===== src/design/tsi_pkg.sv =====
// Shared types and constants for the timestamped snapshot interpolator.
package tsi_pkg;

  localparam logic FUNC_PUSH  = 1'b0;
  localparam logic FUNC_QUERY = 1'b1;

  localparam logic [1:0] REG_DELAY  = 2'd0;
  localparam logic [1:0] REG_MAXSMP = 2'd1;
  localparam logic [1:0] REG_ENABLE = 2'd2;

  localparam logic signed [20:0] ANG_HALF   = 21'sd11520;
  localparam logic signed [20:0] ANG_FULL   = 21'sd23040;
  localparam logic [17:0]        ALPHA_HALF = 18'd32768;
  localparam logic [17:0]        ALPHA_MAX  = 18'd131072;
  localparam int                 ALPHA_BITS = 18;

  typedef struct packed {
    logic [31:0]        tm;
    logic signed [31:0] px;
    logic signed [31:0] py;
    logic signed [14:0] ang;
  } tsi_sample_t;

  typedef struct packed {
    logic adv;
    logic wr;
  } tsi_ctrl_t;

endpackage


===== src/design/tsi_cell.sv =====
// One sample cell of the ring chain; advances toward the head or takes a write.
module tsi_cell
  import tsi_pkg::*;
#(
  parameter int IW = 4,
  parameter logic [IW-1:0] IDX = '0
) (
  input  logic        clk,
  input  tsi_ctrl_t   ctrl,
  input  logic [IW-1:0] last_idx,
  input  logic [IW-1:0] wr_idx,
  input  tsi_sample_t nxt_in,
  input  tsi_sample_t head_in,
  input  tsi_sample_t wr_data,
  output tsi_sample_t q
);

  tsi_sample_t q_r;

  // The last occupied cell takes the head, so an advance rotates the held samples.
  always_ff @(posedge clk) begin
    if (ctrl.wr && (wr_idx == IDX)) begin
      q_r <= wr_data;
    end else if (ctrl.adv) begin
      q_r <= (IDX == last_idx) ? head_in : nxt_in;
    end
  end

  assign q = q_r;

endmodule


===== config.mk =====
export PLATFORM = sky130hd
export DESIGN_NAME = tsi_cell
export DESIGN_NICKNAME = d
export VERILOG_FILES = /design/src/design/tsi_pkg.sv /design/src/design/tsi_cell.sv
export SDC_FILE = /design/constraint.sdc
export NUM_CORES = 1
export LEC_CHECK = 0
export BUFFER_PORTS_ARGS = -buffer_cell sky130_fd_sc_hd__buf_2
export CAP_MARGIN = 10
export CORE_AREA = 2 2 176 178
export CTS_CLUSTER_DIAMETER = 60
export DETAILED_ROUTE_END_ITERATION = 8
export DIE_AREA = 0 0 178 180
export HOLD_SLACK_MARGIN = 0.02
export PLACE_DENSITY_LB_ADDON = 0.25
export SLEW_MARGIN = 20
export SYNTH_ARGS = -nofsm -noshare
export SYNTH_HDL_FRONTEND = slang
export SYNTH_SLANG_ARGS = --single-unit

===== constraint.sdc =====
create_clock -name clk -period 4.1 [get_ports clk]
set_input_delay 0.205 -clock clk [delete_from_list [all_inputs] [get_ports clk]]
set_output_delay 0.205 -clock clk [all_outputs]
set_load 0.02 [all_outputs]

---- Word level (Yosys, flattened, before mapping) ----
Index checks and enable logic that the tools add are counted.
storage, ports and cells
  register bits ........................... 111
  output and inout port bits .............. 111
  logic and storage cells ................. 11
operators by class
  mux-type cells .......................... 3
  reduce and logical (&&, ||, !) cells .... 4
operators with widths
  operator             number
  $mux W111            3
  $logic_not A4 Y1     2
  $reduce_bool A2 Y1   1
  $logic_and A1 B1 Y1  1

---- Longest topological paths before layout ----
  depth in word-level cells ............... 4
  depth in mapped cells ................... 5
  gate-level depth less buffers ........... 3

---- Least setup slack after synthesis ----
No wires, ideal clock.
  path kind ............................... in2reg
  start ................................... input port wr_idx[1]
  end ..................................... register q_r (netlist bit q[0]), enable pin
  setup time .............................. 0.489 ns
  arrival ................................. 3.473 ns
  slack ................................... 0.137 ns
  stages on the path ...................... 5
  path through ............................ nor4_1 -> nand2_1 -> buf_2 -> buf_6 -> nand2b_1
between the ends
  longest elaborated chain between the ends .. 3
RTL lines
  element                              line            source
  start: declaration                   tsi_cell.sv:11  input logic [IW-1:0] wr_idx,
  $logic_not A4 Y1                     tsi_cell.sv:22  if (ctrl.wr && (wr_idx == IDX)) begin
  $logic_and A1 B1 Y1                  tsi_cell.sv:22
  $reduce_bool A2 Y1 (no source line)  --
  end signal: assignment               tsi_cell.sv:23  q_r <= wr_data;
  end signal: assignment               tsi_cell.sv:25  q_r <= (IDX == last_idx) ? head_in : nxt_in;
  end: declaration                     tsi_cell.sv:18  tsi_sample_t q_r;
No other way between the ends.
A chain may end at the register's enable or synchronous reset.

---- Worst setup path after layout ----
  start ................................... input port last_idx[1]
  end ..................................... register q_r (netlist bit q[59]), data pin
between the ends
  longest elaborated chain between the ends .. 4
RTL lines
  element             line            source
  start: declaration  tsi_cell.sv:10  input logic [IW-1:0] last_idx,
  $logic_not A4 Y1    tsi_cell.sv:25
  $mux W111           tsi_cell.sv:25
  $mux W111           tsi_cell.sv:24  end else if (ctrl.adv) begin
  $mux W111           tsi_cell.sv:22
No other way between the ends. The select of a mux whose other input is x is not followed.

==> impl_metrics.toml <==
[clock_network]
cts-root-buf = "clkbuf_16"
cts-buffers-inserted = 9
clock-sinks = 111
cts_tree = "built"
htreeDepth = 3
cts_resized = 0
clk_path_buf_depth = 2
clk_pin_slew_worst_paths_ns = 0.08
hold_buffers = 0
cts_setup_buffers = 0

[place]
numPortBuffers = 454
dpl_cell_area_um2 = 8710
place.gp.congestion = 0.763
dp_slack_ns = 1.80
hpwl_um = 15400

[synth]
synth-seq-cells = 111
synth_cell_type_count = 11
yosysTopAreaCell = "edfxtp_1"
synth.avg_cell_area_um2 = 16.9
ys_warn_count = 0
synth.top_cell.area_share_pct = 54.8
synth_nets = 705
synth.area.top_cells = "edfxtp_1 (55%), mux2_1 (32%), mux2_2 (9.4%), buf_6 (3.1%), buf_2 (0.25%)"
syn_inst = 361
syn-cell-area_um2 = 6090
ys_seq_area_share_pct = 54.8

[sta]
worst_slack_ns = 2.17
tns_ns = 0
hold_viol = 0
rsz0062_at_grt = "no"
maxSlewViolCount = 0
holdWs_ns = 0.127
worst_slew_pin_slew_ns = 0.819
max_freq_mhz = 518
min_period_ns = 1.93
setup_viol = 0
slew_headroom_pct = 45.4
min_period_over_period_pct = 47.0

[die]
die-area_um2 = 32000
fp.dieH_um = 180
top_level_ports = 455
num_rows = 64
die_w_um = 178
start_util_pct = 20.2
coreArea_um2 = 30200

[worst_hold_path]
holdPathStages = 2
hold_start = "wr_data[20]"
hold_end = "q[20]$_DFFE_PP_"
hold_class = "primary input to flip-flop"

[worst_setup_path]
endpoint_kind = "flip-flop"
startpoint = "last_idx[1]"
path_class = "primary input to flip-flop"
cpMostUsedCell = "mux2_1"
required_ns = 4.20
cp_cell_sequence = "buf_2 > nor4_4 > buf_4 > mux2_1 > mux2_1"
cp_slowest_cell = "buf_4"
arrival_ns = 2.03
cp.buffers_inverters = 2
worst_path_largest_cell_delay_ns = 0.64
critical_path.max_fanout = 60
worstSetupStartpointType = "primary input"
path_delay_family = "buffers and inverters"

[detailed_routing]
via_count = 4823
drtIter0Drc = 166
routed_via_density = 4.00
remaining_drc_errors = 0
ant_nets = 0
drt_wl_total_um = 19200
dr.pass1.iters = 4
wire_per_inst_um = 15.9

[global_route]
grt_pass1_wl_um = 27800
grt_pass1_vias = 5022
grt.total_usage_pct = 11.6
antenna_found_initial = 0
gr-total-overflow = 0
grt_max_degree = 62

[layout]
stdcell_area_um2 = 8970
largest_reg_flops = 111
drive_gt1_share_pct = 65.0
antenna_cells = 0
multi_input_area_um2 = 2550
fillers = 3113
regArea_um2 = 3330
syn2layout_area_growth_pct = 47.4
final_nets = 1152

[outcome]
status = "complete, no violations"

[pwr]
vdd.ir_drop.worst_uv = 191
power.density_nw_per_um2 = 316
p_leak_nw = 3.94

[job]
maxCapViolations = 0
==> logic make-up (layout without fill, tap and decap cells) <==
family / count (synthesis) / after routing / share of synthesized area [%]
buffers and inverters: 24 / 474 / 3.70
DFF: 111 / 111 / 54.8
muxes: 222 / 222 / 41.1
and+or+nand+nor: 4 / 4 / 0.473
==> routing by layer <==
metal  up-vias  track usage, %  wire length, um
met5         -               0                0
met4         0            3.28              284
met3        16            3.43             1770
met2       262            21.7             9920
met1      2253            12.3             7250
li1       2292               -                -
==> Yosys cell counts <==
library cell / instances
buf_6: 17
buf_4: 1
mux2_2: 51
edfxtp_1: 111
clkbuf_1: 3
nand2_1: 1
nor4_1: 1
buf_2: 3
nand2b_1: 1
mux2_1: 171
nor4_2: 1
==> worst max path at each step <==
stage	end	slack (ns)	cells past startpoint
floorplan	q[0]$_DFFE_PP_	0.14	5
global placement	q[20]$_DFFE_PP_	1.82	5
detailed placement	q[74]$_DFFE_PP_	1.80	5
CTS	q[74]$_DFFE_PP_	2.20	5
global route	q[70]$_DFFE_PP_	2.08	5
finish	q[59]$_DFFE_PP_	2.17	5
==> stage by stage <==
stage	power, W	utilization, %	instances
after CTS	0.00291	29.7	1207
final	0.00284	29.7	1207
after detailed placement	0.00204	28.9	1193
after global routing	0.00298	29.7	1207
after global placement	0.00204	28.9	1193
after floorplan	0.00173	-	361
==> cell type report <==
| type | instances | share of cell area [%] |
|---|---|---|
| clock buffer | 10 | 2.55 |
| timing repair buffer | 460 | 26.0 |
| clock inverter | 4 | 0.363 |
| sequential | 111 | 37.1 |
| multi-input combinational | 226 | 28.4 |
| tap | 396 | 5.52 |
==> power breakdown <==
part	switching [W]	total [W]	internal [W]
clock	0.000422	0.000834	0.000412
sequential	0.0000285	0.00140	0.00138
combinational	0.000318	0.000598	0.000280
==> layout by cell type (no fill, tap or decap) <==
cell        count
buf_2         454
mux2_1        171
edfxtp_1      111
mux2_2         51
clkbuf_16       9
buf_4           5
inv_6           2
clkinvlp_4      2
nor4_4          1
nor4_1          1
nand2_4         1
nand2b_4        1
clkbuf_1        1
buf_12          1
No activity file was read; power rests on OpenSTA's default activity.
