`src/design/tsi_pkg.sv`:
```
// Shared types and constants for the timestamped snapshot interpolator.
package tsi_pkg;

  localparam logic FUNC_PUSH  = 1'b0;
  localparam logic FUNC_QUERY = 1'b1;

  localparam logic [1:0] REG_DELAY  = 2'd0;
  localparam logic [1:0] REG_MAXSMP = 2'd1;
  localparam logic [1:0] REG_ENABLE = 2'd2;

  localparam logic signed [20:0] ANG_HALF   = 21'sd11520;
  localparam logic signed [20:0] ANG_FULL   = 21'sd23040;
  localparam logic [17:0]        ALPHA_HALF = 18'd32768;
  localparam logic [17:0]        ALPHA_MAX  = 18'd131072;
  localparam int                 ALPHA_BITS = 18;

  typedef struct packed {
    logic [31:0]        tm;
    logic signed [31:0] px;
    logic signed [31:0] py;
    logic signed [14:0] ang;
  } tsi_sample_t;

  typedef struct packed {
    logic adv;
    logic wr;
  } tsi_ctrl_t;

endpackage

```
`src/design/tsi_alpha_div.sv`:
```
// Blend factor unit: restoring division of the time offset by the pair span.
module tsi_alpha_div
  import tsi_pkg::*;
(
  input  logic        clk,
  input  logic        rst_n,
  input  logic        start,
  input  logic [31:0] t0,
  input  logic [31:0] t1,
  input  logic [31:0] target,
  output logic        done,
  output logic [ALPHA_BITS-1:0] alpha
);

  typedef enum logic {S_IDLE, S_RUN} state_t;

  state_t state_r;
  logic [4:0]  step_r;
  logic [34:0] rem_r;
  logic [31:0] span_r;
  logic [ALPHA_BITS-1:0] quo_r;
  logic [ALPHA_BITS-1:0] alpha_r;
  logic        done_r;

  logic [31:0] span_nxt;
  logic [31:0] off_nxt;
  logic [34:0] rem_sh;
  logic [34:0] cmp_v;
  logic        bit_v;
  logic [ALPHA_BITS-1:0] quo_nxt;

  always_comb begin
    span_nxt = t1 - t0;
    off_nxt  = target - t0;
    // The first two steps form the integer part, the rest the sixteen fraction bits.
    rem_sh   = (step_r < 5'd2) ? rem_r : {rem_r[33:0], 1'b0};
    cmp_v    = (step_r == 5'd0) ? {2'b00, span_r, 1'b0} : {3'b000, span_r};
    bit_v    = (rem_sh >= cmp_v);
    quo_nxt  = {quo_r[ALPHA_BITS-2:0], bit_v};
  end

  always_ff @(posedge clk) begin
    if (!rst_n) begin
      state_r <= S_IDLE;
      done_r  <= 1'b0;
    end else begin
      done_r <= 1'b0;
      unique case (state_r)
        S_IDLE: begin
          if (start) begin
            if (t1 == t0) begin
              alpha_r <= ALPHA_HALF;
              done_r  <= 1'b1;
            end else if ((t1 < t0) || (target < t0)) begin
              alpha_r <= '0;
              done_r  <= 1'b1;
            end else if ((off_nxt >> 2) >= span_nxt) begin
              alpha_r <= ALPHA_MAX;
              done_r  <= 1'b1;
            end else begin
              rem_r   <= {3'b000, off_nxt};
              span_r  <= span_nxt;
              quo_r   <= '0;
              step_r  <= '0;
              state_r <= S_RUN;
            end
          end
        end
        S_RUN: begin
          rem_r  <= bit_v ? (rem_sh - cmp_v) : rem_sh;
          quo_r  <= quo_nxt;
          step_r <= step_r + 5'd1;
          if (step_r == 5'(ALPHA_BITS - 1)) begin
            alpha_r <= (quo_nxt > ALPHA_MAX) ? ALPHA_MAX : quo_nxt;
            done_r  <= 1'b1;
            state_r <= S_IDLE;
          end
        end
        default: state_r <= S_IDLE;
      endcase
    end
  end

  assign done  = done_r;
  assign alpha = alpha_r;

endmodule

```
`config.mk`:
```
export PLATFORM = sky130hd
export DESIGN_NAME = tsi_alpha_div
export DESIGN_NICKNAME = d
export VERILOG_FILES = /design/src/design/tsi_pkg.sv /design/src/design/tsi_alpha_div.sv
export SDC_FILE = /design/constraint.sdc
export NUM_CORES = 1
export LEC_CHECK = 0
export BUFFER_PORTS_ARGS = -buffer_cell sky130_fd_sc_hd__buf_2
export CAP_MARGIN = 25
export CORE_MARGIN = 2
export CORE_UTILIZATION = 45
export DETAILED_ROUTE_END_ITERATION = 8
export SYNTH_ARGS = -nofsm -noshare
export SYNTH_HDL_FRONTEND = slang
export SYNTH_SLANG_ARGS = --single-unit
```
`constraint.sdc`:
```
create_clock -name clk -period 6.3 [get_ports clk]
set_input_delay 0 -clock clk [delete_from_list [all_inputs] [get_ports clk]]
set_output_delay 0 -clock clk [all_outputs]
set_load 0.03 [all_outputs]
```
; ---- After elaboration in Yosys (flattened, before gate mapping)
; Cells that the tools add are included.
; Widths: inputs -> output; s select.
[word_totals]
regBits = 109
latch_bits = 0
ramBits = 0
rom_bits = 0
input_bits = 99
out_inout_bits = 19
elab_cells = 71
memories = 0
[classes]
add_sub_neg = 4
n_mul = 0
n_div = 0
n_lt_le_gt_ge = 6
n_eq_ne = 8
n_shift = 0
mux = 37
n_bitwise = 4
reduce_logical = 5
[ops]
columns = cell, n
row1 = $mux 35, 6
row2 = $mux 18, 6
row3 = $pmux 35 s2, 1
row4 = $mux 17, 4
row5 = $lt 32x32->1, 2
row6 = $sub 32x32->32, 2
row7 = $pmux 18 s2, 1
row8 = $ge 35x33->1, 1
row9 = $sub 35x33->35, 1
row10 = $pmux 17 s2, 1
row11 = $mux 33, 1
row12 = $eq 32x32->1, 1
row13 = $ge 30x32->1, 1
row14 = $mux 5, 4
row15 = $gt 18x18->1 const B, 1
row16 = $mux 1, 10
row17 = $pmux 5 s2, 1
row18 = $ne 2x2->1 const B, 4
row19 = $reduce_and 6->1, 1
row20 = $add 5x1->5 const B, 1
row21 = $eq 5x5->1 const B, 1
row22 = $logic_not 5->1, 1
row23 = $lt 5x2->1 const B, 1
row24 = $reduce_and 5->1, 1
row25 = 6 further kinds, 10

; ---- Depth between registers and ports, before layout
; Gate-level depths: netlist of run 1.
[logic_depth]
word_depth = 7
ltp_mapped = 21
depth_no_buf = 21

; ---- Worst setup path before layout of run 1
; OpenSTA, ideal clock, no wires.
[synth_path]
kind = input port to flip-flop
start = input port t1[0]
end = register span_r[0], enable pin
setup_time_ps = 421
t_arrival_ps = 4774
required_time_ps = 5879
path_slack_ps = 1105
stages = 21
cell_sequence = inv_1 > ha_1 > inv_1 > fa_1 > a211oi_1 > o21ai_0 > a21oi_1 > o21ai_1 > a221o_1 > nor2b_1 > nor2b_1 > xor2_1 > ha_1 > a21o_1 > a21oi_1 > nand2_1 > a21o_1 > a21oi_1 > a31o_2 > o311ai_1 > nor2_1
[synth_via]
elab_chain_cells = 4
[synth_lines]
columns = element, line_no
row1 = start: declaration, tsi_alpha_div.sv:9  ; input logic [31:0] t1,
row2 = $sub 32x32->32 or $lt 32x32->1 (tied branches), "tsi_alpha_div.sv:33, tsi_alpha_div.sv:54"
row3 = $ge 30x32->1 or $logic_or 1x1->1 (tied branches), "tsi_alpha_div.sv:57, tsi_alpha_div.sv:54"
row4 = $not 1->1 (no line), n/a
row5 = $reduce_and 6->1 (no line) *, n/a
row6 = end signal: assignment, tsi_alpha_div.sv:62  ; span_r <= span_nxt;
row7 = end: declaration, tsi_alpha_div.sv:20  ; logic [31:0] span_r;
; Mark *: on every way between the ends. The rest lies on a longest branch, timed or not.
; A chain may end at the register's enable or synchronous reset.

; ---- Final worst setup path of run 1
[layout_path]
start = register step_r[2]
end = register rem_r[31], data pin
[layout_via]
elab_chain_cells = 5
[layout_lines]
columns = element, line_no
row1 = start: declaration, tsi_alpha_div.sv:18  ; logic [4:0] step_r;
row2 = start signal: assignment, tsi_alpha_div.sv:72  ; step_r <= step_r + 5'd1;
row3 = $lt 5x2->1 or $logic_not 5->1 (tied branches), "tsi_alpha_div.sv:36, tsi_alpha_div.sv:37"
row4 = $mux 35 or $mux 33 (tied branches), "tsi_alpha_div.sv:36, tsi_alpha_div.sv:37"
row5 = $sub 35x33->35 or $ge 35x33->1 (tied branches), "tsi_alpha_div.sv:70, tsi_alpha_div.sv:38"
row6 = $mux 35 *, tsi_alpha_div.sv:70  ; rem_r <= bit_v ? (rem_sh - cmp_v) : rem_sh;
row7 = $pmux 35 s2 *, tsi_alpha_div.sv:48  ; unique case (state_r)
row8 = end signal: assignment, tsi_alpha_div.sv:61  ; rem_r <= {3'b000, off_nxt};
row9 = end signal: assignment, tsi_alpha_div.sv:70
row10 = end: declaration, tsi_alpha_div.sv:19  ; logic [34:0] rem_r;
; Marked as above.

==> summary.md, run 1 <==
| Metric | Value |
|---|---|
| IO Pins | `~120` |
| Number of library cell types mapped by synthesis | `a little under 70` |
| Syn Area/Cell | `roughly 9 µm²` |
| Worst rel slew slack | `between 40% and 50%` |
| Critical path class | `flop to flop` |
| Post-synthesis net count | `1461` |
| FP Rows | `57` |
| Seq cells post-synth | `109` |
| Placed cell areas | `0.0120 mm²` |
| Setup crit end kind | `flop` |
| Worst Hold Class | `input pin to flop` |
| Synth-to-layout area growth | `11.6%` |
| R2R setup slack | `1.30 ns` |
| Die span in y | `about 160 µm` |
| Hold Startpoint | `start` |
| Final Util | `about half` |
| VDD IR max | `~0.14 mV` |
| Ant. Diodes | `0` |
| CTS root buffer | `clkbuf_16` |
| Layout cell share with drive strength beyond 1 | `roughly 15%` |
| CP top delay family | `compound AO/OA/AOI/OAI gates` |
| Initial core utilization | `45.7%` |
| Synth async-reset ratio | `0%` |
| Setup TNS | `0 ns` |
| Unrepaired setup endpoints after global routing | `no` |
| Fin crit share | `79.3%` |
| Worst-Margin Slew | `about 0.83 ns` |
| H-tree lvl count | `3` |
| Status | `finished, final reports clean` |
| Nets | `approximately 1600` |
| Vias per cell | `approximately 5.7` |
| Seq/Total Area, Yosys | `between 20% and 30%` |
| PD cells | `197 mW/mm²` |
| Final Hold Slack | `0.0471 ns` |
| First-pass GRT wire length | `around 46000 µm` |
| WP buf/inv | `3` |
| Synthesis warning total | `0` |
| Final setup viols | `0` |
| Highest clock rate | `roughly 200 MHz` |
| Initial antenna violation count | `1` |
| Area of the core | `~0.024 mm²` |
| Port bufs | `between 100 and 150` |
| Initial DRT Pass Iterations | `7` |
| GPL Wtd Cong | `around 0.92` |
| DRT iter0 DRCs | `between 600 and 700` |
| Residual DRC | `0` |
| Longest Clk Path Bufs | `2` |
| Placed cell count | `approximately 1600` |
| Largest cells by area after synthesis | `edfxtp_1 29%, ha_1 15%, mux2i_1 5.4%` |
| Clock-pin slew on the worst setup and hold paths | `about 0.09 ns` |
| Gr usage total | `22.1%` |
| Final Max Slew Viols | `0` |
| Total power draw | `about 2.4 mW` |
| Die area | `0.0259 mm²` |
| CP cell instances | `or4_1 > buf_16 > mux2_2 > ha_1 > inv_1 > o311ai_0 > a22oi_1 > o221ai_1 > o21ai_1 > a21oi_4 > buf_12 > mux2i_1 > nor2_1 > a21o_1` |
| Largest net degree at the start of global routing | `49` |
| Min Tclk post-route | `between 4 and 5 ns` |
| Cell Area, Synth | `0.0111 mm²` |
| Hold-critical path endpoint | `done$_SDFF_PN0_` |
| Fillers | `between 2000 and 2500` |
| Setup ws final | `~1.3 ns` |
| Die Wd | `161 µm` |
| Global route total overflow | `0` |
| Reg2Reg Capture Point | `rem_r[31]$_DFFE_PP_` |
| Worst R2R Path Depth | `14` |
| CP max stage cell | `or4_1` |
| Mapped Cells | `1229` |
| Cell Count, Final, Fillers Out | `between 1500 and 2000` |
| Hold depth | `3` |
| Worst Path Arrival | `between 5 and 6 ns` |
| Clock Latency Late Sink | `around 0.36 ns` |
| Setup crit start kind | `flop` |
| Launch point of the worst reg-to-reg path | `step_r[2]$_SDFFCE_PN0P_` |
| Post-layout instance area | `approximately 0.012 mm²` |
| Post-DR wirelength/cell | `17.4 µm` |
| Post-Route WL | `28900 µm` |
| Final Hold Fails | `0` |
| Dpl ws | `between 1 and 1.5 ns` |
| Top_reg_cell synth | `edfxtp_1` |
| TritonCTS Buffers | `9` |
| Via count | `between 9000 and 10000` |
| Leak pwr | `about 5.5 nW` |
| MaxCap Viol Count | `0` |
| Area share of the largest cell type after synthesis | `between 20 and 30%` |
| Post-Route Skew | `~0.014 ns` |
| Hpwl dp | `23600 µm` |
| Slowest stage delay, CP | `approximately 0.66 ns` |
| CTS Sinks | `around 110` |
| CTS tree | `done` |
| Worst Path Max Fanout | `38` |
| Vias in the first global route | `around 9000` |
| Post-route ant nets | `0` |
| Post-synth top area cell | `edfxtp_1` |
| Post-synth EDFFs | `107` |
| CP required | `roughly 6.4 ns` |
==> sequential cells by signal, indices dropped and copies added (netlist names) <==
signal	flops
state_r	1
quo_r	17
step_r	5
span_r	32
rem_r	35
done	1
alpha	18
==> layer usage <==
layer	track usage, %	up-vias	routed length [µm]
met3	1.34	25	1180
met5	0	-	0
met4	5.07	0	450
li1	-	4767	-
met1	33.0	4444	14600
met2	35.3	236	12700
==> power breakdown <==
part | switching (mW) | internal (mW)
logic | 0.566 | 0.399
clock network | 0.315 | 0.289
registers | 0.0163 | 0.852
total | 0.897 | 1.54
==> how the worst max path moves through the flow <==
stage,startpoint,endpoint,slack (ns),cells after the start
2_1_floorplan,t1[0],span_r[0]$_DFFE_PP_,1.10,21
3_3_place_gp,step_r[2]$_SDFFCE_PN0P_,rem_r[31]$_DFFE_PP_,1.07,13
3_5_place_dp,t0[1],span_r[0]$_DFFE_PP_,1.01,22
4_1_cts,step_r[2]$_SDFFCE_PN0P_,rem_r[31]$_DFFE_PP_,1.01,13
5_1_grt,step_r[1]$_SDFFCE_PN0P_,alpha[3]$_SDFFCE_PN0P_,0.99,15
6_report,step_r[2]$_SDFFCE_PN0P_,rem_r[31]$_DFFE_PP_,1.30,14
==> what timing repair did <==
action	CTS	global route
buffers inserted	0	0
endpoints found under the hold margin	2	0
gates resized for setup	0	0
hold buffers	1	0
==> Yosys cell counts (all sizes together), types with 3 or more instances <==
master,count
a211o,3
a211oi,16
a21boi,4
a21o,49
a21oi,95
a221o,3
a221oi,3
a311oi,4
a31o,3
a31oi,16
a41oi,4
and2,29
and3,32
buf,5
clkbuf,32
edfxtp,107
fa,3
ha,130
inv,83
mux2,34
mux2i,60
nand2,68
nand2b,13
nand3,29
nand4,19
nor2,90
nor2b,16
nor3,22
nor4,6
o211ai,6
o21a,17
o21ai,66
o21bai,14
o221ai,4
o31a,5
o31ai,7
or2,9
or3,6
or4,4
xnor2,48
xor2,35
==> final cells by class <==
type	instances	area [µm²]	share of cell area [%]
Multi-Input combinational cell	999	7370	59.5
Clock buffer	9	225	1.82
Tap cell	324	405	3.27
Timing Repair Buffer	130	718	5.80
Inverter	84	315	2.55
Sequential cell	109	3250	26.3
Clock inverter	7	91.3	0.738
==> cell usage in the layout, fill, tap and decap left out, drive strengths merged, types with 13 or more instances in the layout <==
cell,netlist,routed
o21ai,66,66
nor2,90,90
a21o,49,49
mux2,34,34
and2,29,29
xor2,35,35
and3,32,32
a21oi,95,95
mux2i,60,60
buf,5,129
edfxtp,107,107
nor2b,16,16
o21a,17,17
a211oi,16,16
o21bai,14,14
nand4,19,19
nand2b,13,13
inv,83,87
a31oi,16,16
nand3,29,29
ha,130,130
nor3,22,22
nand2,68,68
xnor2,48,48
==> cell families after synthesis <==
kind of cell,share of synthesized area [%]
xor gates and xnor gates,6.55
buffers and inverters,4.38
DFF,29.3
adders and majority gates,15.2
muxes,8.87
AOI/OAI and AO/OA,19.7
and+or+nand+nor,15.9
==> tightest hold or removal path: stages <==
cell,delay (ns)
buf_2,0.09
a21o_1,0.13
o211a_1,0.16
Note: power is estimated with default switching activity, not from simulation.
==> run 2, diff against run 1 <==
--- a/config.mk
+++ b/config.mk
@@ -10,6 +10,7 @@
 export CORE_MARGIN = 2
 export CORE_UTILIZATION = 45
 export DETAILED_ROUTE_END_ITERATION = 8
+export PLACE_DENSITY = 0.66
 export SYNTH_ARGS = -nofsm -noshare
 export SYNTH_HDL_FRONTEND = slang
 export SYNTH_SLANG_ARGS = --single-unit
==> constraint.sdc (replaced) <==
create_clock -name clk -period 4.08 [get_ports clk]
set_input_delay 0 -clock clk [delete_from_list [all_inputs] [get_ports clk]]
set_output_delay 0 -clock clk [all_outputs]
set_load 0.03 [all_outputs]
==> summary.md, run 2 (same netlist as run 1, synthesis figures left out) <==
| Metric | Value |
|---|---|
| Worst Path Arrival | `4.46 ns` |
| Worst R2R Path Depth | `15` |
| Min Tclk post-route | `4.37 ns` |
| Switching power | `roughly 1.6 mW` |
| VDD IR max | `between 0.15 and 0.2 mV` |
| Fillers | `1983` |
| Die Wd | `roughly 160 µm` |
| Final setup viols | `between 50 and 60` |
| TritonCTS Buffers | `9` |
| Initial DRT Pass Iterations | `6` |
| Worst rel slew slack | `between 50% and 60%` |
| Setup ws final | `-0.289 ns` |
| Final Util | `64.4%` |
| Gr usage total | `about a quarter` |
| Final Max Slew Viols | `0` |
| Setup crit end kind | `flop` |
| PD cells | `278 mW/mm²` |
| Clock share of power | `21.8%` |
| Initial core utilization | `~46%` |
| DRT iter0 DRCs | `roughly 800` |
| Worst Path Max Fanout | `16` |
| CP required | `4.17 ns` |
| Unrepaired setup endpoints after global routing | `yes` |
| Highest clock rate | `229 MHz` |
| Leak pwr | `7.08 nW` |
| Critical path class | `flop to flop` |
| Post-Route Skew | `about 0.017 ns` |
| Via count | `between 10000 and 15000` |
| Logic gate share of total power | `47.5%` |
| Die area | `0.0259 mm²` |
| Port bufs | `approximately 120` |
| GPL Wtd Cong | `0.936` |
| Worst Hold Class | `input pin to flop` |
| Vias per cell | `5.58` |
| FP Rows | `between 50 and 60` |
| Global route total overflow | `0` |
| Commonest non-fill, non-tap cell in the layout | `buf_4` |
| Area of the core | `0.0242 mm²` |
| Internal Power | `~2.8 mW` |
| Post-Route WL | `roughly 34000 µm` |
| Nets | `1838` |
| CTS root buffer | `clkbuf_16` |
| Setup crit start kind | `flop` |
| Post-route ant nets | `0` |
| CTS Sinks | `around 110` |
| Synth-to-layout area growth | `40.8%` |
| Hold depth | `3` |
| Sw frac | `a little over a third` |
| Most frequent cells in the layout | `254 x buf_4, 117 x buf_2, 114 x ha_1, 107 x edfxtp_1, 87 x nor2_1` |
| Final Hold Fails | `0` |
| Max FFs per register | `35` |
| IO Pins | `between 100 and 150` |
| Initial antenna violation count | `0` |
| Layout cell share with drive strength beyond 1 | `approximately 37%` |
| Clock-pin slew on the worst setup and hold paths | `0.09 ns` |
| Total power draw | `approximately 4.3 mW` |
| Final Hold Slack | `between 0.08 and 0.09 ns` |
| MaxCap Viol Count | `0` |
| First-pass GRT wire length | `slightly above 50000 µm` |
| Post-DR wirelength/cell | `about 18 µm` |
| Biggest register | `rem_r` |
| H-tree lvl count | `3` |
| Fin crit share | `107%` |
| Residual DRC | `0` |
| Worst-Margin Slew | `~0.73 ns` |
| CTS tree | `done` |
| Hpwl dp | `~25000 µm` |
| Largest net degree at the start of global routing | `76` |
| Setup TNS | `-11.53 ns` |
| Vias in the first global route | `slightly above 10000` |
| Longest Clk Path Bufs | `2` |
| Clock Latency Late Sink | `0.37 ns` |
| Status | `finished with violations` |
| Failing checks | `setup timing` |
| Flop pwr share | `between 30% and 40%` |
| Die span in y | `161 µm` |
| Ant. Diodes | `0` |
[run 2: changes by cell type in the layout (fill, tap and decap cells not counted), sizes merged]
cell	delta
clkbuf	+4
buf	+268
bufbuf	+1
[run 2: timing repair]
item                                    4_1_cts  5_1_grt
endpoints found under the setup margin       53      161
gates cloned                                  4        6
resized for setup                            63       86
hold endpoints to repair                      1        0
pin swaps                                    21       35
hold buffers                                  1        0
buffers inserted                             20       24
[run 2: worst paths after layout]
check	from	to	slack (ns)
max	step_r[1]$_SDFFCE_PN0P_	rem_r[22]$_DFFE_PP_	-0.29
min	start	done$_SDFF_PN0_	0.08
max reg2reg	step_r[1]$_SDFFCE_PN0P_	rem_r[22]$_DFFE_PP_	-0.29
min reg2reg	quo_r[2]$_SDFFCE_PN0P_	quo_r[3]$_SDFFCE_PN0P_	0.60
[run 2: worst max-delay path, cell delays in order (launching register included)]
cell      delay (ns)
edfxtp_1        0.41
buf_4           0.15
or4_4           0.48
buf_12          0.18
mux2_4          0.31
ha_4            0.27
nand4_1         0.14
or4_1           0.54
or4_4           0.44
o21ai_4         0.21
nor3_2          0.08
a21oi_4         0.20
buf_4           0.18
buf_16          0.17
mux2i_1         0.24
a21oi_1         0.09
[run 2: per-layer routing]
metal | wire length (µm) | GRT usage (%) | part of all wire [%] | up-vias
met4 | 623 | 5.64 | 1.8 | 0
met3 | 1510 | 1.98 | 4.4 | 44
met1 | 15400 | 33.4 | 45 | 5123
li1 | - | - | - | 5315
met2 | 16500 | 42.2 | 48 | 314
met5 | 0 | 0 | 0 | -
[run 2: area by class of cell]
| type | instances | area (µm²) | area share (%) |
|---|---|---|---|
| clock buffer | 9 | 225 | 1.44 |
| clock inverter | 7 | 93.8 | 0.601 |
| inverter | 84 | 323 | 2.07 |
| multi-input combinational | 999 | 8250 | 52.8 |
| sequential | 109 | 3250 | 20.8 |
| tap | 324 | 405 | 2.60 |
| timing repair buffer | 403 | 3070 | 19.7 |
[run 2: power by group through the flow]
stage	sequential, mW	combinational [mW]	clock (mW)
2_1_floorplan	1.38	1.09	0
3_3_place_gp	1.36	1.79	0
3_5_place_dp	1.36	1.82	0
4_1_cts	1.33	1.89	0.948
5_1_grt	1.34	2.25	0.986
6_report	1.34	2.06	0.945
[run 2: per-stage QoR]
stage	std cells	cell area (µm²)	setup WS, ns
finish	1935	15600	-0.289
global route	1935	15600	-0.368
CTS	1906	14900	-0.154
detailed placement	1865	14000	-0.327
global placement	1865	14000	-0.262
floorplan	1229	11300	-0.118
